$ cat config.mk
export PLATFORM = sky130hd
export DESIGN_NAME = scanner_frame_deframer
export DESIGN_NICKNAME = d
export VERILOG_FILES = /design/src/design/sfd_pkg.sv /design/src/design/scanner_frame_deframer.sv /design/src/design/sfd_ctrl.sv /design/src/design/sfd_datapath.sv
export VERILOG_INCLUDE_DIRS = /design/src /design/src/design
export SDC_FILE = /design/constraint.sdc
export NUM_CORES = 1
export LEC_CHECK = 0
export ABC_AREA = 1
export ABC_CLOCK_PERIOD_IN_PS = 4700
export BUFFER_PORTS_ARGS = -buffer_cell sky130_fd_sc_hd__buf_2
export CAP_MARGIN = 40
export CORE_UTILIZATION = 45
export DETAILED_ROUTE_END_ITERATION = 6
export GPL_ROUTABILITY_DRIVEN = 0
export RECOVER_POWER = 25
export SKIP_CTS_REPAIR_TIMING = 1
export SLEW_MARGIN = 10
export SYNTH_ARGS = -nofsm -noshare
export SYNTH_HDL_FRONTEND = slang
export SYNTH_SLANG_ARGS = --single-unit
$ cat constraint.sdc
create_clock -name i_clk -period 4.7 [get_ports i_clk]
set_input_delay 0.94 -clock i_clk [delete_from_list [all_inputs] [get_ports i_clk]]
set_output_delay 0.94 -clock i_clk [all_outputs]
set_load 0.03 [all_outputs]
$ cat src/design/scanner_frame_deframer_macros.svh
// ----------------------------------------------------------------------------
// scanner_frame_deframer assertion macros
// Shared concurrent assertion forms, clocked on i_clk, off during reset.
// ----------------------------------------------------------------------------
`ifndef SCANNER_FRAME_DEFRAMER_MACROS_SVH
`define SCANNER_FRAME_DEFRAMER_MACROS_SVH

// same-cycle implication
`define SFD_ASSERT_NOW(label, ante, cons, msg) \
    label: assert property (@(posedge i_clk) disable iff (!i_rst_n) (ante) |-> (cons)) \
        else $error(msg);

// next-cycle implication
`define SFD_ASSERT_NEXT(label, ante, cons, msg) \
    label: assert property (@(posedge i_clk) disable iff (!i_rst_n) (ante) |=> (cons)) \
        else $error(msg);

`endif

$ cat src/design/sfd_pkg.sv
// ----------------------------------------------------------------------------
// sfd_pkg
// Types, constants and helpers of the scanner frame deframer.
// ----------------------------------------------------------------------------
package sfd_pkg;

    localparam int MAX_PAYLOAD  = 32;
    localparam int PACKET_BYTES = 36;
    localparam int PAY_AW       = (MAX_PAYLOAD > 1) ? $clog2(MAX_PAYLOAD) : 1;
    localparam int LEN_W        = $clog2(MAX_PAYLOAD + 1);
    localparam int IDX_W        = 6;
    localparam int PKT_AW       = $clog2(PACKET_BYTES);
    localparam int HDR_BYTES    = 4;

    localparam logic [1:0] REQ_BYTE = 2'd0;
    localparam logic [1:0] REQ_IDLE = 2'd1;
    localparam logic [1:0] REQ_ERR  = 2'd2;

    localparam logic [7:0] BYTE_START = 8'h03;
    localparam logic [7:0] BYTE_ZERO  = 8'h00;
    localparam logic [7:0] BYTE_CR    = 8'h0D;
    localparam logic [7:0] BYTE_LOW   = 8'h20;
    localparam logic [7:0] BYTE_HIGH  = 8'h7E;
    localparam logic [7:0] BYTE_QMARK = 8'h3F;
    localparam logic [7:0] COUNT_MAX  = 8'hFF;

    localparam int FLG_PROTO = 0;
    localparam int FLG_OVER  = 1;
    localparam int FLG_NONPR = 2;

    localparam logic CFG_TIMEOUT = 1'b0;
    localparam logic CFG_DEDUP   = 1'b1;

    typedef struct packed {
        logic [1:0]  req_type;
        logic [7:0]  rx_byte;
        logic [31:0] now_ms;
    } t_req;

    typedef struct packed {
        logic [7:0]       out_byte;
        logic [IDX_W-1:0] out_index;
        logic             out_last;
    } t_res;

    typedef enum logic [2:0] {
        MODE_TYPE = 3'd0,
        MODE_ZERO = 3'd1,
        MODE_LEN  = 3'd2,
        MODE_PAY  = 3'd3,
        MODE_RAW  = 3'd4
    } t_mode;

    typedef enum logic [3:0] {
        S_IDLE, S_EVAL, S_BYTE, S_LEN_RD, S_LEN_CHK, S_CMP_RD, S_CMP_CHK,
        S_DECIDE, S_EMIT_RD, S_EMIT_LD, S_EMIT_WAIT, S_FINISH
    } t_state;

    typedef enum logic [3:0] {
        OP_NONE, OP_LOAD, OP_CLEAR, OP_BYTE, OP_LEN_RD, OP_LEN_CHK, OP_CMP_RD,
        OP_CMP_CHK, OP_DECIDE, OP_EMIT_RD, OP_EMIT_LD, OP_EMIT_NEXT
    } t_op;

    typedef struct packed {
        t_op op;
    } t_cmd;

    typedef struct packed {
        logic is_byte;
        logic is_idle;
        logic is_err;
        logic timeout;
        logic raw_open;
        logic false_start;
        logic pub_after;
        logic len_zero;
        logic idx_last;
        logic suppress;
        logic out_valid;
        logic out_fire;
    } t_sts;

    function automatic logic is_print(input logic [7:0] b);
        return (b >= BYTE_LOW) && (b <= BYTE_HIGH);
    endfunction

endpackage

$ cat src/design/scanner_frame_deframer.sv
// ----------------------------------------------------------------------------
// scanner_frame_deframer
// Scanner serial stream deframer: frames bytes, builds fixed packets, dedups.
// ----------------------------------------------------------------------------
//  channel  | handshake                      | payload
//  input    | i_in_valid / o_in_ready        | i_in_data  (t_req)
//  output   | o_out_valid / i_out_ready      | o_out_data (t_res)
//  config   | psel penable pwrite pready     | paddr pwdata prdata
//
//  One item at a time. A finished frame adds a length check and a compare
//  against the previous packet, then emits each item, where output stalls
//  can hold it; the registered reads of the payload and previous-packet stores
//  set these steps. Reset is synchronous; no clearing pass is needed.
// ----------------------------------------------------------------------------
module scanner_frame_deframer (
    input  logic          i_clk,
    input  logic          i_rst_n,
    input  logic          i_in_valid,
    output logic          o_in_ready,
    input  sfd_pkg::t_req i_in_data,
    output logic          o_out_valid,
    input  logic          i_out_ready,
    output sfd_pkg::t_res o_out_data,
    input  logic          psel,
    input  logic          penable,
    input  logic          pwrite,
    input  logic [2:0]    paddr,
    input  logic [31:0]   pwdata,
    output logic [31:0]   prdata,
    output logic          pready
);

    logic [15:0]   r_byte_timeout_ms;
    logic [15:0]   r_dedup_window_ms;
    sfd_pkg::t_cmd cmd;
    sfd_pkg::t_sts sts;

    assign pready = 1'b1;

    always_ff @(posedge i_clk) begin
        if (!i_rst_n) begin
            r_byte_timeout_ms <= 16'd100;
            r_dedup_window_ms <= 16'd1500;
        end else if (psel && penable && pwrite) begin
            if (paddr[2] == sfd_pkg::CFG_DEDUP) begin
                r_dedup_window_ms <= pwdata[15:0];
            end else begin
                r_byte_timeout_ms <= pwdata[15:0];
            end
        end
    end

    assign prdata = (paddr[2] == sfd_pkg::CFG_DEDUP) ? {16'h0000, r_dedup_window_ms}
                                                     : {16'h0000, r_byte_timeout_ms};

    sfd_ctrl u_ctrl (
        .i_clk      (i_clk),
        .i_rst_n    (i_rst_n),
        .i_in_valid (i_in_valid),
        .o_in_ready (o_in_ready),
        .o_cmd      (cmd),
        .i_sts      (sts)
    );

    sfd_datapath u_datapath (
        .i_clk             (i_clk),
        .i_rst_n           (i_rst_n),
        .i_cmd             (cmd),
        .o_sts             (sts),
        .i_in_data         (i_in_data),
        .i_byte_timeout_ms (r_byte_timeout_ms),
        .i_dedup_window_ms (r_dedup_window_ms),
        .o_out_valid       (o_out_valid),
        .i_out_ready       (i_out_ready),
        .o_out_data        (o_out_data)
    );

endmodule

$ cat src/design/sfd_ctrl.sv
// ----------------------------------------------------------------------------
// sfd_ctrl
// Sequencer: item intake, parse step, packet compare and byte emission.
// ----------------------------------------------------------------------------
`include "scanner_frame_deframer_macros.svh"

module sfd_ctrl (
    input  logic          i_clk,
    input  logic          i_rst_n,
    input  logic          i_in_valid,
    output logic          o_in_ready,
    output sfd_pkg::t_cmd o_cmd,
    input  sfd_pkg::t_sts i_sts
);

    sfd_pkg::t_state r_state, n_state;
    logic            r_then_byte, n_then_byte;

    always_ff @(posedge i_clk) begin
        if (!i_rst_n) begin
            r_state     <= sfd_pkg::S_IDLE;
            r_then_byte <= 1'b0;
        end else begin
            r_state     <= n_state;
            r_then_byte <= n_then_byte;
        end
    end

    always_comb begin
        n_state     = r_state;
        n_then_byte = r_then_byte;
        o_cmd.op    = sfd_pkg::OP_NONE;
        o_in_ready  = 1'b0;
        unique case (r_state)
            sfd_pkg::S_IDLE: begin
                o_in_ready = 1'b1;
                if (i_in_valid) begin
                    o_cmd.op = sfd_pkg::OP_LOAD;
                    n_state  = sfd_pkg::S_EVAL;
                end
            end
            sfd_pkg::S_EVAL: begin
                priority if (i_sts.is_idle) begin
                    n_then_byte = 1'b0;
                    n_state     = i_sts.raw_open ? sfd_pkg::S_LEN_RD : sfd_pkg::S_IDLE;
                end else if (i_sts.is_err) begin
                    o_cmd.op = sfd_pkg::OP_CLEAR;
                    n_state  = sfd_pkg::S_IDLE;
                end else if (i_sts.is_byte) begin
                    priority if (i_sts.timeout && i_sts.raw_open) begin
                        n_then_byte = 1'b1;
                        n_state     = sfd_pkg::S_LEN_RD;
                    end else if (i_sts.timeout) begin
                        o_cmd.op = sfd_pkg::OP_CLEAR;
                        n_state  = sfd_pkg::S_BYTE;
                    end else begin
                        n_state = sfd_pkg::S_BYTE;
                    end
                end else begin
                    n_state = sfd_pkg::S_IDLE;
                end
            end
            sfd_pkg::S_BYTE: begin
                o_cmd.op = sfd_pkg::OP_BYTE;
                priority if (i_sts.false_start) begin
                    n_state = sfd_pkg::S_BYTE;
                end else if (i_sts.pub_after) begin
                    n_then_byte = 1'b0;
                    n_state     = sfd_pkg::S_LEN_RD;
                end else begin
                    n_state = sfd_pkg::S_IDLE;
                end
            end
            sfd_pkg::S_LEN_RD: begin
                o_cmd.op = sfd_pkg::OP_LEN_RD;
                n_state  = sfd_pkg::S_LEN_CHK;
            end
            sfd_pkg::S_LEN_CHK: begin
                o_cmd.op = sfd_pkg::OP_LEN_CHK;
                n_state  = i_sts.len_zero ? sfd_pkg::S_FINISH : sfd_pkg::S_CMP_RD;
            end
            sfd_pkg::S_CMP_RD: begin
                o_cmd.op = sfd_pkg::OP_CMP_RD;
                n_state  = sfd_pkg::S_CMP_CHK;
            end
            sfd_pkg::S_CMP_CHK: begin
                o_cmd.op = sfd_pkg::OP_CMP_CHK;
                n_state  = i_sts.idx_last ? sfd_pkg::S_DECIDE : sfd_pkg::S_CMP_RD;
            end
            sfd_pkg::S_DECIDE: begin
                o_cmd.op = sfd_pkg::OP_DECIDE;
                n_state  = i_sts.suppress ? sfd_pkg::S_FINISH : sfd_pkg::S_EMIT_RD;
            end
            sfd_pkg::S_EMIT_RD: begin
                o_cmd.op = sfd_pkg::OP_EMIT_RD;
                n_state  = sfd_pkg::S_EMIT_LD;
            end
            sfd_pkg::S_EMIT_LD: begin
                o_cmd.op = sfd_pkg::OP_EMIT_LD;
                n_state  = sfd_pkg::S_EMIT_WAIT;
            end
            sfd_pkg::S_EMIT_WAIT: begin
                if (i_sts.out_fire) begin
                    o_cmd.op = sfd_pkg::OP_EMIT_NEXT;
                    n_state  = i_sts.idx_last ? sfd_pkg::S_FINISH : sfd_pkg::S_EMIT_RD;
                end
            end
            sfd_pkg::S_FINISH: begin
                o_cmd.op = sfd_pkg::OP_CLEAR;
                n_state  = r_then_byte ? sfd_pkg::S_BYTE : sfd_pkg::S_IDLE;
            end
            default: begin
                n_state = sfd_pkg::S_IDLE;
            end
        endcase
    end

    `SFD_ASSERT_NOW(a_wait_has_item, r_state == sfd_pkg::S_EMIT_WAIT, i_sts.out_valid, "emit wait without item")
    `SFD_ASSERT_NOW(a_item_in_wait, i_sts.out_valid, r_state == sfd_pkg::S_EMIT_WAIT, "output item outside emit wait")
    `SFD_ASSERT_NEXT(a_single_false_start, r_state == sfd_pkg::S_BYTE && i_sts.false_start, !i_sts.false_start, "false start repeated")

endmodule

$ cat src/design/sfd_datapath.sv
// ----------------------------------------------------------------------------
// sfd_datapath
// Parser state, payload store, previous packet store and output register.
// ----------------------------------------------------------------------------
module sfd_datapath (
    input  logic          i_clk,
    input  logic          i_rst_n,
    input  sfd_pkg::t_cmd i_cmd,
    output sfd_pkg::t_sts o_sts,
    input  sfd_pkg::t_req i_in_data,
    input  logic [15:0]   i_byte_timeout_ms,
    input  logic [15:0]   i_dedup_window_ms,
    output logic          o_out_valid,
    input  logic          i_out_ready,
    output sfd_pkg::t_res o_out_data
);

    localparam logic [7:0] MAX_PAY8 = 8'(sfd_pkg::MAX_PAYLOAD);
    localparam logic [sfd_pkg::IDX_W-1:0] IDX_LAST = sfd_pkg::IDX_W'(sfd_pkg::PACKET_BYTES - 1);
    localparam logic [sfd_pkg::IDX_W-1:0] HDR = sfd_pkg::IDX_W'(sfd_pkg::HDR_BYTES);

    logic [7:0] r_pay_mem  [sfd_pkg::MAX_PAYLOAD];
    logic [7:0] r_prev_mem [sfd_pkg::PACKET_BYTES];

    sfd_pkg::t_req              r_item;
    sfd_pkg::t_mode             r_mode, n_mode;
    logic [7:0]                 r_exp, n_exp;
    logic [7:0]                 r_rc, n_rc;
    logic [2:0]                 r_flags, n_flags;
    logic [31:0]                r_last_time, n_last_time;
    logic [sfd_pkg::LEN_W-1:0]  r_len;
    logic [sfd_pkg::IDX_W-1:0]  r_idx;
    logic                       r_match;
    logic                       r_prev_valid;
    logic [31:0]                r_prev_time;
    logic [7:0]                 r_pay_rd, r_prev_rd;
    logic                       r_out_valid;
    sfd_pkg::t_res              r_out;

    logic                       pay_we;
    logic [sfd_pkg::PAY_AW-1:0] pay_waddr, pay_raddr;
    logic [7:0]                 pay_wdata;
    logic [sfd_pkg::IDX_W-1:0]  pay_j;
    logic [sfd_pkg::LEN_W-1:0]  len_min, len_calc;
    logic [7:0]                 rc_inc, ab_b, ab_rc;
    logic [2:0]                 ab_flags;
    logic                       ab_en;
    logic [7:0]                 pkt_byte;
    logic                       out_fire;
    logic [31:0]                gap_last, gap_prev;

    assign out_fire = r_out_valid && i_out_ready;
    assign rc_inc   = (r_rc < sfd_pkg::COUNT_MAX) ? r_rc + 8'd1 : r_rc;
    assign len_min  = (r_rc > MAX_PAY8) ? sfd_pkg::LEN_W'(sfd_pkg::MAX_PAYLOAD)
                                        : r_rc[sfd_pkg::LEN_W-1:0];
    assign len_calc = len_min - sfd_pkg::LEN_W'(!r_flags[sfd_pkg::FLG_PROTO]
                                               && r_pay_rd == sfd_pkg::BYTE_CR);
    assign pay_j    = r_idx - HDR;
    assign gap_last = r_item.now_ms - r_last_time;
    assign gap_prev = r_item.now_ms - r_prev_time;

    always_comb begin
        priority if (r_idx == '0) begin
            pkt_byte = 8'(r_len);
        end else if (r_idx == sfd_pkg::IDX_W'(1)) begin
            pkt_byte = 8'(r_flags);
        end else if (r_idx == sfd_pkg::IDX_W'(2)) begin
            pkt_byte = 8'h00;
        end else if (r_idx == sfd_pkg::IDX_W'(3)) begin
            pkt_byte = 8'h01;
        end else if (pay_j < sfd_pkg::IDX_W'(r_len)) begin
            pkt_byte = sfd_pkg::is_print(r_pay_rd) ? r_pay_rd : sfd_pkg::BYTE_QMARK;
        end else begin
            pkt_byte = 8'h00;
        end
    end

    // byte step and parser clear
    always_comb begin
        n_mode      = r_mode;
        n_exp       = r_exp;
        n_rc        = r_rc;
        n_flags     = r_flags;
        n_last_time = r_last_time;
        ab_en       = 1'b0;
        ab_b        = r_item.rx_byte;
        ab_rc       = r_rc;
        ab_flags    = r_flags;
        pay_we      = 1'b0;
        pay_waddr   = r_rc[sfd_pkg::PAY_AW-1:0];
        pay_wdata   = ab_b;
        if (i_cmd.op == sfd_pkg::OP_CLEAR) begin
            n_mode      = sfd_pkg::MODE_TYPE;
            n_exp       = '0;
            n_rc        = '0;
            n_flags     = '0;
            n_last_time = '0;
        end else if (i_cmd.op == sfd_pkg::OP_BYTE) begin
            n_last_time = r_item.now_ms;
            unique case (r_mode)
                sfd_pkg::MODE_TYPE: begin
                    if (r_item.rx_byte == sfd_pkg::BYTE_START) begin
                        n_mode = sfd_pkg::MODE_ZERO;
                    end else begin
                        n_mode   = sfd_pkg::MODE_RAW;
                        n_exp    = '0;
                        ab_en    = 1'b1;
                        ab_rc    = '0;
                        ab_flags = '0;
                    end
                end
                sfd_pkg::MODE_ZERO: begin
                    if (r_item.rx_byte == sfd_pkg::BYTE_ZERO) begin
                        n_mode = sfd_pkg::MODE_LEN;
                    end else begin
                        n_mode   = sfd_pkg::MODE_RAW;
                        n_exp    = '0;
                        ab_en    = 1'b1;
                        ab_b     = sfd_pkg::BYTE_START;
                        ab_rc    = '0;
                        ab_flags = '0;
                    end
                end
                sfd_pkg::MODE_LEN: begin
                    if (r_item.rx_byte == '0) begin
                        n_mode      = sfd_pkg::MODE_TYPE;
                        n_exp       = '0;
                        n_rc        = '0;
                        n_flags     = '0;
                        n_last_time = '0;
                    end else begin
                        n_mode  = sfd_pkg::MODE_PAY;
                        n_exp   = r_item.rx_byte;
                        n_rc    = '0;
                        n_flags = 3'b001;
                        n_flags[sfd_pkg::FLG_OVER] = r_item.rx_byte > MAX_PAY8;
                    end
                end
                sfd_pkg::MODE_PAY, sfd_pkg::MODE_RAW: begin
                    ab_en = 1'b1;
                end
                default: begin
                    n_mode      = sfd_pkg::MODE_TYPE;
                    n_exp       = '0;
                    n_rc        = '0;
                    n_flags     = '0;
                    n_last_time = '0;
                end
            endcase
            if (ab_en) begin
                pay_waddr = ab_rc[sfd_pkg::PAY_AW-1:0];
                pay_wdata = ab_b;
                n_flags   = ab_flags;
                if (ab_rc < MAX_PAY8) begin
                    pay_we = 1'b1;
                end else begin
                    n_flags[sfd_pkg::FLG_OVER] = 1'b1;
                end
                if (!sfd_pkg::is_print(ab_b) &&
                    (ab_flags[sfd_pkg::FLG_PROTO] || ab_b != sfd_pkg::BYTE_CR)) begin
                    n_flags[sfd_pkg::FLG_NONPR] = 1'b1;
                end
                n_rc = (ab_rc < sfd_pkg::COUNT_MAX) ? ab_rc + 8'd1 : ab_rc;
            end
        end
    end

    always_comb begin
        pay_raddr = pay_j[sfd_pkg::PAY_AW-1:0];
        if (i_cmd.op == sfd_pkg::OP_LEN_RD) begin
            pay_raddr = sfd_pkg::PAY_AW'(len_min - sfd_pkg::LEN_W'(1));
        end
    end

    always_ff @(posedge i_clk) begin
        if (pay_we) begin
            r_pay_mem[pay_waddr] <= pay_wdata;
        end
        r_pay_rd <= r_pay_mem[pay_raddr];
    end

    always_ff @(posedge i_clk) begin
        if (i_cmd.op == sfd_pkg::OP_EMIT_LD) begin
            r_prev_mem[r_idx[sfd_pkg::PKT_AW-1:0]] <= pkt_byte;
        end
        r_prev_rd <= r_prev_mem[r_idx[sfd_pkg::PKT_AW-1:0]];
    end

    always_ff @(posedge i_clk) begin
        if (i_cmd.op == sfd_pkg::OP_LOAD) begin
            r_item <= i_in_data;
        end
        if (i_cmd.op == sfd_pkg::OP_LEN_CHK) begin
            r_len <= len_calc;
        end
        if (i_cmd.op == sfd_pkg::OP_EMIT_LD) begin
            r_out.out_byte  <= pkt_byte;
            r_out.out_index <= r_idx;
            r_out.out_last  <= r_idx == IDX_LAST;
        end
    end

    always_ff @(posedge i_clk) begin
        if (!i_rst_n) begin
            r_mode       <= sfd_pkg::MODE_TYPE;
            r_exp        <= '0;
            r_rc         <= '0;
            r_flags      <= '0;
            r_last_time  <= '0;
            r_idx        <= '0;
            r_match      <= 1'b0;
            r_prev_valid <= 1'b0;
            r_prev_time  <= '0;
            r_out_valid  <= 1'b0;
        end else begin
            r_mode      <= n_mode;
            r_exp       <= n_exp;
            r_rc        <= n_rc;
            r_flags     <= n_flags;
            r_last_time <= n_last_time;
            if (out_fire) begin
                r_out_valid <= 1'b0;
            end
            unique case (i_cmd.op)
                sfd_pkg::OP_LEN_CHK: begin
                    r_idx   <= '0;
                    r_match <= 1'b1;
                end
                sfd_pkg::OP_CMP_CHK: begin
                    r_match <= r_match && (pkt_byte == r_prev_rd);
                    if (r_idx != IDX_LAST) begin
                        r_idx <= r_idx + 1'b1;
                    end
                end
                sfd_pkg::OP_DECIDE: begin
                    r_idx <= '0;
                end
                sfd_pkg::OP_EMIT_LD: begin
                    r_out_valid <= 1'b1;
                end
                sfd_pkg::OP_EMIT_NEXT: begin
                    if (r_idx == IDX_LAST) begin
                        r_prev_valid <= 1'b1;
                        r_prev_time  <= r_item.now_ms;
                    end else begin
                        r_idx <= r_idx + 1'b1;
                    end
                end
                default: begin
                end
            endcase
        end
    end

    always_comb begin
        o_sts.is_byte     = r_item.req_type == sfd_pkg::REQ_BYTE;
        o_sts.is_idle     = r_item.req_type == sfd_pkg::REQ_IDLE;
        o_sts.is_err      = r_item.req_type == sfd_pkg::REQ_ERR;
        o_sts.timeout     = (r_mode != sfd_pkg::MODE_TYPE) &&
                            (gap_last > {16'h0000, i_byte_timeout_ms});
        o_sts.raw_open    = (r_mode == sfd_pkg::MODE_RAW) && (r_rc != '0);
        o_sts.false_start = (r_mode == sfd_pkg::MODE_ZERO) &&
                            (r_item.rx_byte != sfd_pkg::BYTE_ZERO);
        o_sts.pub_after   = (r_mode == sfd_pkg::MODE_PAY) && (rc_inc >= r_exp);
        o_sts.len_zero    = len_calc == '0;
        o_sts.idx_last    = r_idx == IDX_LAST;
        o_sts.suppress    = r_prev_valid && r_match &&
                            (gap_prev < {16'h0000, i_dedup_window_ms});
        o_sts.out_valid   = r_out_valid;
        o_sts.out_fire    = out_fire;
    end

    assign o_out_valid = r_out_valid;
    assign o_out_data  = r_out;

endmodule
## After elaboration in Yosys (flattened, before gate mapping)

Memory sizes are Yosys's and may differ from the RTL's. A register that Yosys moved wholly into a read port is not among the register bits.
Cells that the tools add are included.

| cells by class | value |
|---|---|
| reduce and logical (&&, ||, !) cells | 46 |
| bitwise logic cells | 3 |
| mux-type cells | 98 |
| $add $sub $neg | 8 |
| order comparisons | 13 |
| equality and inequality tests | 53 |

Operators with widths:

| kind | number |
|---|---|
| two-way mux 8 bit | 24 |
| one-hot mux 4 bit (12 select lines) | 2 |
| one-hot mux 32 bit (2 select lines) | 1 |
| subtractor 32 bit | 2 |
| two-way mux 4 bit | 11 |
| inequality test 6 x 5 -> 1 bit (second input constant) | 6 |
| greater-than comparator 32 x 16 -> 1 bit | 1 |
| less-than comparator 32 x 16 -> 1 bit | 1 |
| two-way mux 32 bit | 1 |
| one-hot mux 8 bit (4 select lines) | 1 |
| == test 4 x 3 -> 1 bit (second input constant) | 7 |
| == test 4 bit (second input constant) | 7 |
| two-way mux 1 bit | 25 |
| two-way mux 3 bit | 7 |
| two-way mux 2 bit | 10 |
| two-way mux 5 bit | 4 |
| two-way mux 6 bit | 3 |
| one-hot mux 6 bit (3 select lines) | 1 |
| adder 8 x 1 -> 8 bit (second input constant) | 2 |
| == test 4 x 2 -> 1 bit (second input constant) | 4 |
| greater-or-equal comparator 8 x 6 -> 1 bit (second input constant) | 2 |
| greater-than comparator 8 x 6 -> 1 bit (second input constant) | 2 |
| less-or-equal comparator 8 x 7 -> 1 bit (second input constant) | 2 |
| less-than comparator 8 bit (second input constant) | 2 |
| other kinds (50) | 93 |

| storage, ports and cells | value |
|---|---|
| memories kept | 2 |
| flip-flop bits (word level) | 195 |
| memory bits (writable) | 544 |
| bits of input ports | 84 |
| word-level logic and storage cells | 246 |
| output and inout port bits | 50 |

Memories:

| name | words | bits a word | rd ports | clocked after Yosys merged registers in | wr ports | line | source |
|---|---|---|---|---|---|---|---|
| u_datapath.r_prev_mem | 36 | 8 | 1 | 1 | 1 | sfd_datapath.sv:23 | `logic [7:0] r_prev_mem [sfd_pkg::PACKET_BYTES];` |
| u_datapath.r_pay_mem | 32 | 8 | 1 | 1 | 1 | sfd_datapath.sv:22 | `logic [7:0] r_pay_mem [sfd_pkg::MAX_PAYLOAD];` |

## Longest topological paths before layout

Gate-level depths: netlist of the first run.

| depth | value |
|---|---|
| word-level depth | 19 |
| mapped depth | 30 |

## By module

Synthesis of the first run repeated with hierarchy kept, for this count alone.

| second synthesis, totals | value |
|---|---|
| cells, all modules | 3934 |
| area, all modules | 37048.0 µm² |

Modules (own cells, without submodules):

| module | cells each | instances | seq. area each (µm²) | area an instance (µm²) |
|---|---|---|---|---|
| sfd_datapath | 3589 | 1 | 20449.6 | 34820.9 |
| scanner_frame_deframer | 253 | 1 | 640.6 | 1669.1 |
| sfd_ctrl | 92 | 1 | 100.1 | 558.0 |

## Worst setup path before layout of the first run

OpenSTA, ideal clock, no wires.

| timing path | value |
|---|---|
| path kind | reg-to-reg |
| start | reg u_ctrl.r_state[0] |
| end | reg u_datapath.r_rc[3] |
| setup time | 0.064 ns |
| data required time | 4.636 ns |
| stages on the path, launching flop included | 11 |
| path buffers | 1 |
| arrival | 3.712 ns |
| period minus slack after synthesis | 3.777 ns |
| setup slack | 0.923 ns |
| path through | dfxtp_1 nor2_1 inv_1 nor2_1 inv_1 nor2_1 a2111oi_0 nand3_2 nand2_4 buf_6 nor2_1 |

| between the ends | value |
|---|---|
| word-level cells in the longest chain between the ends | 4 |

Ends and longest elaborated chain:

| item | line | source |
|---|---|---|
| start: declaration | sfd_ctrl.sv:16 | `sfd_pkg::t_state r_state, n_state;` |
| start signal: assignment | sfd_ctrl.sv:21 | `r_state <= sfd_pkg::S_IDLE;` |
| start signal: assignment | sfd_ctrl.sv:24 | `r_state <= n_state;` |
| == test 4 bit (tied with other cells) | sfd_ctrl.sv:34 | `unique case (r_state)` |
| one-hot mux 4 bit (12 select lines) * | sfd_ctrl.sv:34 |  |
| == test 4 x 2 -> 1 bit (on tied branches) | sfd_datapath.sv:98, sfd_datapath.sv:92 |  |
| AND reduction 2 bit (no source line) or OR reduction 2 bit (tied branches) | - |  |
| end signal: assignment | sfd_datapath.sv:218 | `r_rc <= n_rc;` |
| end: declaration | sfd_datapath.sv:28 | `logic [7:0] r_rc, n_rc;` |

Every way passes the cells marked *; elsewhere a longest branch is shown, timed or not.
A chain may end at the register's enable or synchronous reset.

## Worst setup path after layout of the first run

| timing path | value |
|---|---|
| start | reg u_datapath.r_item[0] (netlist name) |
| end | reg u_datapath.r_last_time[3] |

| between the ends | value |
|---|---|
| word-level cells in the longest chain between the ends | 11 |

Ends and longest elaborated chain:

| item | line | source |
|---|---|---|
| start: declaration | sfd_datapath.sv:25 | `sfd_pkg::t_req r_item;` |
| start signal: assignment | sfd_datapath.sv:191 | `r_item <= i_in_data;` |
| subtractor 32 bit * | sfd_datapath.sv:59 | `assign gap_last = r_item.now_ms - r_last_time;` |
| greater-than comparator 32 x 16 -> 1 bit * | sfd_datapath.sv:260 | `(gap_last > {16'h0000, i_byte_timeout_ms});` |
| logical AND 1 bit * | sfd_datapath.sv:259 | `o_sts.timeout = (r_mode != sfd_pkg::MODE_TYPE) &&` |
| two-way mux 2 bit or logical AND 1 bit (tied branches) | sfd_ctrl.sv:53, sfd_ctrl.sv:50 |  |
| two-way mux 4 bit * | sfd_ctrl.sv:50 | `priority if (i_sts.timeout && i_sts.raw_open) begin` |
| two-way mux 4 bit * | sfd_ctrl.sv:49 | `end else if (i_sts.is_byte) begin` |
| two-way mux 4 bit * | sfd_ctrl.sv:46 | `end else if (i_sts.is_err) begin` |
| two-way mux 4 bit * | sfd_ctrl.sv:43 | `priority if (i_sts.is_idle) begin` |
| one-hot mux 4 bit (12 select lines) * | sfd_ctrl.sv:34 |  |
| == test 4 x 2 -> 1 bit | sfd_datapath.sv:92 | `if (i_cmd.op == sfd_pkg::OP_CLEAR) begin` |
| OR reduction 2 bit (no source line) | - |  |
| end signal: assignment | sfd_datapath.sv:220 | `r_last_time <= n_last_time;` |
| end: declaration | sfd_datapath.sv:30 | `logic [31:0] r_last_time, n_last_time;` |

Marked as above.

==> results by group, run 1 <==
Run status
  • Status: finished, violations left
  • Failing checks: max-capacitance violations, max-slew violations

Pwr
  • Lkg Pwr: 14.77 nW
  • Worst VDD drop: 273.9 uV
  • Pwr Density: 364.3 mW/mm^2

Clock network
  • CTS sink cnt: 755
  • Reg clk slew, reported paths: 0.05 ns
  • Total CTS buffers: 84
  • H-tree lvl count: 3
  • Root Buffer: clkbuf_16
  • Worst-skew pair later-pin latency: 0.65 ns
  • Clock tree buffer depth: 3
  • CTS tree: done

STA
  • Final setup fails: 0
  • Setup tns final: 0 ns
  • Worst Clk Skew: 0.03127 ns
  • Final period util: 88.92%
  • Worst-margin pin slew: 2.512 ns
  • Max Clk Rate: 239.3 MHz
  • Final hold viol count: 0
  • Max-slew violation count: 288
  • Slew HR: -67.47%
  • Final Critical Period: 4.179 ns

Worst hold path
  • Hold EP: u_datapath.r_prev_valid
  • HP Class: flop to flop
  • Hold Path Stages: 2
  • HP Start: u_datapath.r_prev_valid

Routing
  • Wire length per cell: 19.18 um
  • Via count: 25960
  • Routed WL: 92120 um
  • DRC viols: 0
  • Number of nets still failing antenna checks after routing: 0
  • Vias/cell: 5.406
  • Violation count after the first detailed-route iteration: 2008
  • First-pass DRT Iterations: 6

Setup path
  • FF-to-FF End: u_datapath.r_last_time[3]
  • CP endpoint kind: flop
  • Crit Path Category: flop to flop
  • CP startpoint kind: flop
  • CP required: 5.21 ns
  • Critical-path maximum fanout: 46
  • WP data arrival: 4.69 ns
  • Worst R2R Path Depth: 30
  • R2R Path Start: u_datapath.r_item[0]
  • Stages on worst setup path: 30
  • WP buf/inv: 2
  • Crit path max-delay cell type: fa_1
  • Reg2Reg Setup Slack: 0.52 ns
  • CP delay by family, top: simple AND/OR/NAND/NOR gates
  • Crit path top cell by count: nand2_1
  • Max incr delay on CP: 0.43 ns

Synthesis
  • Fraction of registers with async set/reset: 0%
  • Mapped Cells: 3528
  • Yosys reg bits: 755
  • Mapped Area: 0.03540 sq mm
  • Top FF cell, synth: edfxtp_1
  • Register area share after synthesis: 59.86%
  • Avg Cell Area, Syn: 10.03 sq um
  • Yosys warns: 0
  • Synth cell types: 62
  • Number of flops mapped to enable cells by yosys: 607

Layout
  • Commonest non-fill, non-tap cell in the layout: edfxtp_1
  • Final Non-Filler Cells: 4802
  • Fillers: 7183
  • Final Instance Area: 0.03988 sq mm
  • Nets: 3901
  • Synth-to-Final Area Change: 12.65%
  • Most frequent cells in the layout: 607 x edfxtp_1, 513 x nand2_1, 473 x nor2_1
  • Share of cells above drive strength 1: 8.347%
  • # diodes: 0
  • Final core utilization: 51.40%

Floorplan
  • Die height: 282.5 um
  • Die area: 0.07980 sq mm
  • Starting Density: 45.62%
  • Core Area: 0.07759 sq mm
  • Row cnt: 102
  • I/O Pins: 134
  • Chip width: 282.5 um

GRT
  • Antenna violations before repair: 1
  • GRT Util Overall: 22.95%
  • Largest net degree at the start of global routing: 129
  • Remaining Overflow, GRT: 0
  • First-pass GRT wire length: 140800 um
  • Vias in the first global route: 24390

Placement
  • Hpwl dp: 61680 um
  • Inst Count DP: 4650
  • Port bufs: 98
  • DP Area: 0.03737 sq mm

Job
  • Maxcap violations: 9
worst min-delay path, delay by kind of cell, from the launching register on:
family,cells,cell delay [ns]
flip-flops,1,0.32
AND/OR/NAND/NOR,2,0.12
cell families after synthesis:
group,Yosys count,synth area share [%]
compound gates,845,13.81
xor+xnor,50,1.237
fa+ha+maj,121,4.319
buf+inv,513,6.072
flops,755,59.86
other cells,2,0.02121
simple gates,1242,14.68
flip-flops by register name, indices dropped and copies added (netlist names), 15 cells and up:
name / count
r_dedup_window_ms: 16
u_datapath.r_prev_time: 32
r_byte_timeout_ms: 16
u_datapath.o_out_data: 15
u_datapath.r_prev_mem: 288
u_datapath.r_last_time: 32
u_datapath.r_item: 42
u_datapath.r_pay_mem: 256
report_power, final:
part / total [mW] / internal, mW / leakage [nW] / switching (mW)
registers: 7.30 / 7.25 / 6.76 / 0.0420
logic: 0.995 / 0.316 / 6.75 / 0.680
clock network: 6.24 / 3.57 / 1.26 / 2.67
total: 14.5 / 11.1 / 14.8 / 3.39
per-layer routing:
layer	global-route usage [%]	up-vias	routed length (um)
met5	0	-	13
met4	7.110	2	2257
met3	3.535	151	5756
met2	36.62	777	42590
met1	32.12	12360	41500
li1	-	12670	-
layout make-up:
| class | count | area [sq um] | share of cell area, % |
|---|---|---|---|
| clock buffer | 114 | 2266 | 5.682 |
| clock inverter | 38 | 334.1 | 0.8377 |
| inverter | 373 | 1401 | 3.514 |
| multi-input combinational | 2312 | 12370 | 31.02 |
| sequential | 755 | 21190 | 53.13 |
| tap | 1040 | 1301 | 3.263 |
| timing repair buffer | 170 | 1016 | 2.548 |
metrics by stage:
stage / worst slack (ns) / total power [mW] / hold slack (ns)
CTS: 0.4899 / 14.63 / 0.4519
detailed placement: 0.5167 / 8.417 / 0.4656
global placement: 0.5263 / 8.411 / 0.4541
floorplan: 0.9235 / 8.121 / 0.4064
finish: 0.5206 / 14.53 / 0.4744
global route: -0.001065 / 15.04 / 0.4539
how the worst max path moves through the flow:
| stage | from | slack, ns | endpoint |
|---|---|---|---|
| finish | u_datapath.r_item[0] | 0.52 | u_datapath.r_last_time[3] |
| global route | u_datapath.r_item[0] | -0.001 | u_datapath.r_last_time[4] |
| CTS | u_datapath.r_item[0] | 0.49 | u_datapath.r_last_time[11] |
| detailed placement | u_datapath.r_item[0] | 0.52 | u_datapath.r_last_time[11] |
| global placement | u_datapath.r_item[0] | 0.53 | u_datapath.r_last_time[6] |
| floorplan | u_ctrl.r_state[0] | 0.92 | u_datapath.r_rc[3] |
synth_stat cells, types with 33 or more instances:
cell / instances / area share, %
a21oi_1: 194 / 2.7
a22oi_1: 40 / 0.85
clkbuf_1: 75 / 0.80
dfxtp_1: 148 / 8.4
edfxtp_1: 607 / 51
ha_1: 119 / 4.2
inv_1: 355 / 3.8
nand2_1: 514 / 5.4
nand3_1: 98 / 1.4
nand4_1: 69 / 1.2
nor2_1: 481 / 5.1
nor3_1: 33 / 0.47
o21ai_0: 359 / 5.1
o21ai_1: 51 / 0.72
o22ai_1: 46 / 0.81
xor2_1: 37 / 0.92
(Power assumes the default switching activity.)
==> run 2: changes to the inputs <==
--- a/config.mk
+++ b/config.mk
@@ -13,6 +13,7 @@
 export CORE_UTILIZATION = 45
 export DETAILED_ROUTE_END_ITERATION = 6
 export GPL_ROUTABILITY_DRIVEN = 0
+export PLACE_DENSITY = 0.68
 export RECOVER_POWER = 25
 export SKIP_CTS_REPAIR_TIMING = 1
 export SLEW_MARGIN = 10
==> results by group, run 2 (synthesized netlist as in run 1, its figures left out) <==
Run status
  • Status: finished, violations left
  • Failing checks: max-capacitance violations, max-slew violations

Setup path
  • CP endpoint kind: flop
  • Crit path top cell by count: nand2_1
  • CP startpoint kind: flop
  • CP required: 5.21 ns
  • WP data arrival: 4.71 ns
  • Crit path max-delay cell type: fa_1
  • Max incr delay on CP: 0.43 ns
  • Crit Path Category: flop to flop
  • Reg2Reg Setup Slack: 0.51 ns
  • Critical-path maximum fanout: 32

Layout
  • Area of the multi-input gates: 0.01234 sq mm
  • Fillers: 7041
  • Synth-to-Final Area Change: 12.66%
  • Final Instance Area: 0.03988 sq mm
  • Max reg flops: 288
  • Nets: 3887
  • Register area: 0.02119 sq mm
  • Commonest non-fill, non-tap cell in the layout: edfxtp_1
  • Most frequent cells in the layout: 607 x edfxtp_1, 514 x nand2_1, 476 x nor2_1
  • Share of cells above drive strength 1: 8.216%

Floorplan
  • Chip width: 282.5 um
  • Die area: 0.07980 sq mm
  • Core Area: 0.07759 sq mm
  • Die height: 282.5 um
  • Starting Density: 45.62%
  • Row cnt: 102
  • I/O Pins: 134

Routing
  • Wire length per cell: 18.72 um
  • Routed metal-1 wirelength: 39130 um
  • First-pass DRT Iterations: 5
  • DRC viols: 0
  • Met2 WL post-DR: 41600 um
  • Max layer used: met4
  • Wire length on met3: 6467 um
  • Number of nets still failing antenna checks after routing: 0
  • Via count: 26280
  • Routed WL: 89660 um
  • Violation count after the first detailed-route iteration: 2313
  • Vias/cell: 5.486

GRT
  • Antenna violations before repair: 2
  • Remaining Overflow, GRT: 0
  • First-pass GRT wire length: 137500 um
  • GRT Util Overall: 22.29%
  • Largest net degree at the start of global routing: 129
  • Vias in the first global route: 24470

STA
  • Setup tns final: 0 ns
  • Final period util: 89.23%
  • RSZ-0062 raised after global routing: no
  • Max-slew violation count: 264
  • Final Critical Period: 4.194 ns
  • Worst-margin pin slew: 2.481 ns
  • Slew HR: -65.41%
  • Max Clk Rate: 238.4 MHz
  • Final setup fails: 0
  • Final hold viol count: 0
  • Worst Clk Skew: 0.04416 ns

Placement
  • DP Area: 0.03731 sq mm
  • Hpwl dp: 59730 um
  • Port bufs: 98

Pwr
  • Tot Pwr: 14.61 mW
  • Power Internal: 11.25 mW
  • Switching Fraction: 22.99%
  • Sequential share of power: 49.9%
  • Sw Pwr: 3.358 mW
  • Combinational Power Share: 6.8%
  • Worst VDD drop: 257.4 uV
  • Power share of the clock group: 43.3%
  • Lkg Pwr: 14.76 nW
  • Pwr Density: 366.2 mW/mm^2

Clock network
  • CTS sink cnt: 755
  • Worst-skew pair later-pin latency: 0.65 ns
  • Reg clk slew, reported paths: 0.06 ns
  • H-tree lvl count: 3
  • Total CTS buffers: 80
  • Clock tree buffer depth: 3
  • Root Buffer: clkbuf_16
  • CTS tree: done

Job
  • Maxcap violations: 8

Worst hold path
  • HP Class: primary input to flop
[run 2: changes by cell type in the layout (fill, tap and decap cells not counted), moves of 3 or more]
cell       change
clkbuf_1      -13
nor2_2         -3
clkinv_2       +9
nor2_1         +3
bufinv_16      +4
inv_6          -5
clkbuf_16      -3
buf_4         -13
[run 2: metrics by stage]
step / hold slack [ns] / util (%) / cells / worst slack (ns)
floorplan: 0.4064 / - / 3580 / 0.9235
global placement: 0.4561 / 47.99 / 4632 / 0.5877
detailed placement: 0.4661 / 48.08 / 4638 / 0.5768
CTS: 0.4383 / 51.52 / 4787 / 0.5412
global route: 0.4439 / 51.40 / 4789 / 0.1258
finish: 0.4655 / 51.40 / 4790 / 0.5062
[run 2: power by group through the flow]
stage | clock (mW) | sequential, mW | combinational, mW
floorplan | 0 | 7.41 | 0.706
global placement | 0 | 7.43 | 0.964
detailed placement | 0 | 7.43 | 0.979
CTS | 6.42 | 7.29 | 0.987
global route | 6.70 | 7.30 | 1.12
finish | 6.32 | 7.29 | 0.993
[run 2: final timing paths]
kind	endpoint	start	depth (start not counted)
setup / recovery	u_datapath.r_last_time[0]	u_datapath.r_item[0]	30
hold / removal	u_datapath.r_item[5]	i_in_data[5]	1
setup reg to reg	u_datapath.r_last_time[0]	u_datapath.r_item[0]	30
hold reg to reg	u_datapath.r_prev_valid	u_datapath.r_prev_valid	2
[run 2: routing by layer]
layer  up-vias  track usage, %
li1      12640               -
met1     12530           30.46
met2       960           36.25
met3       146           3.436
met4         0           7.346
met5         -               0
[run 2: cell type report]
class                           instances  area share, %
Inverter                              373          3.514
Timing Repair Buffer                  160          2.469
Sequential cell                       755          53.13
Multi-Input combinational cell       2312          30.94
Tap cell                             1040          3.263
Antenna cell                            1       0.006274
Clock buffer                          100          5.415
Clock inverter                         49          1.267
[run 2: worst max-delay path, delay by kind of cell, from the launching register on]
family / cells / cell delay (ns)
AND/OR/NAND/NOR: 22 / 2.08
buffers and inverters: 2 / 0.29
AO/OA/AOI/OAI: 2 / 0.32
XOR/XNOR: 1 / 0.10
flip-flops: 1 / 0.31
adder cells (fa/ha/maj): 3 / 0.92
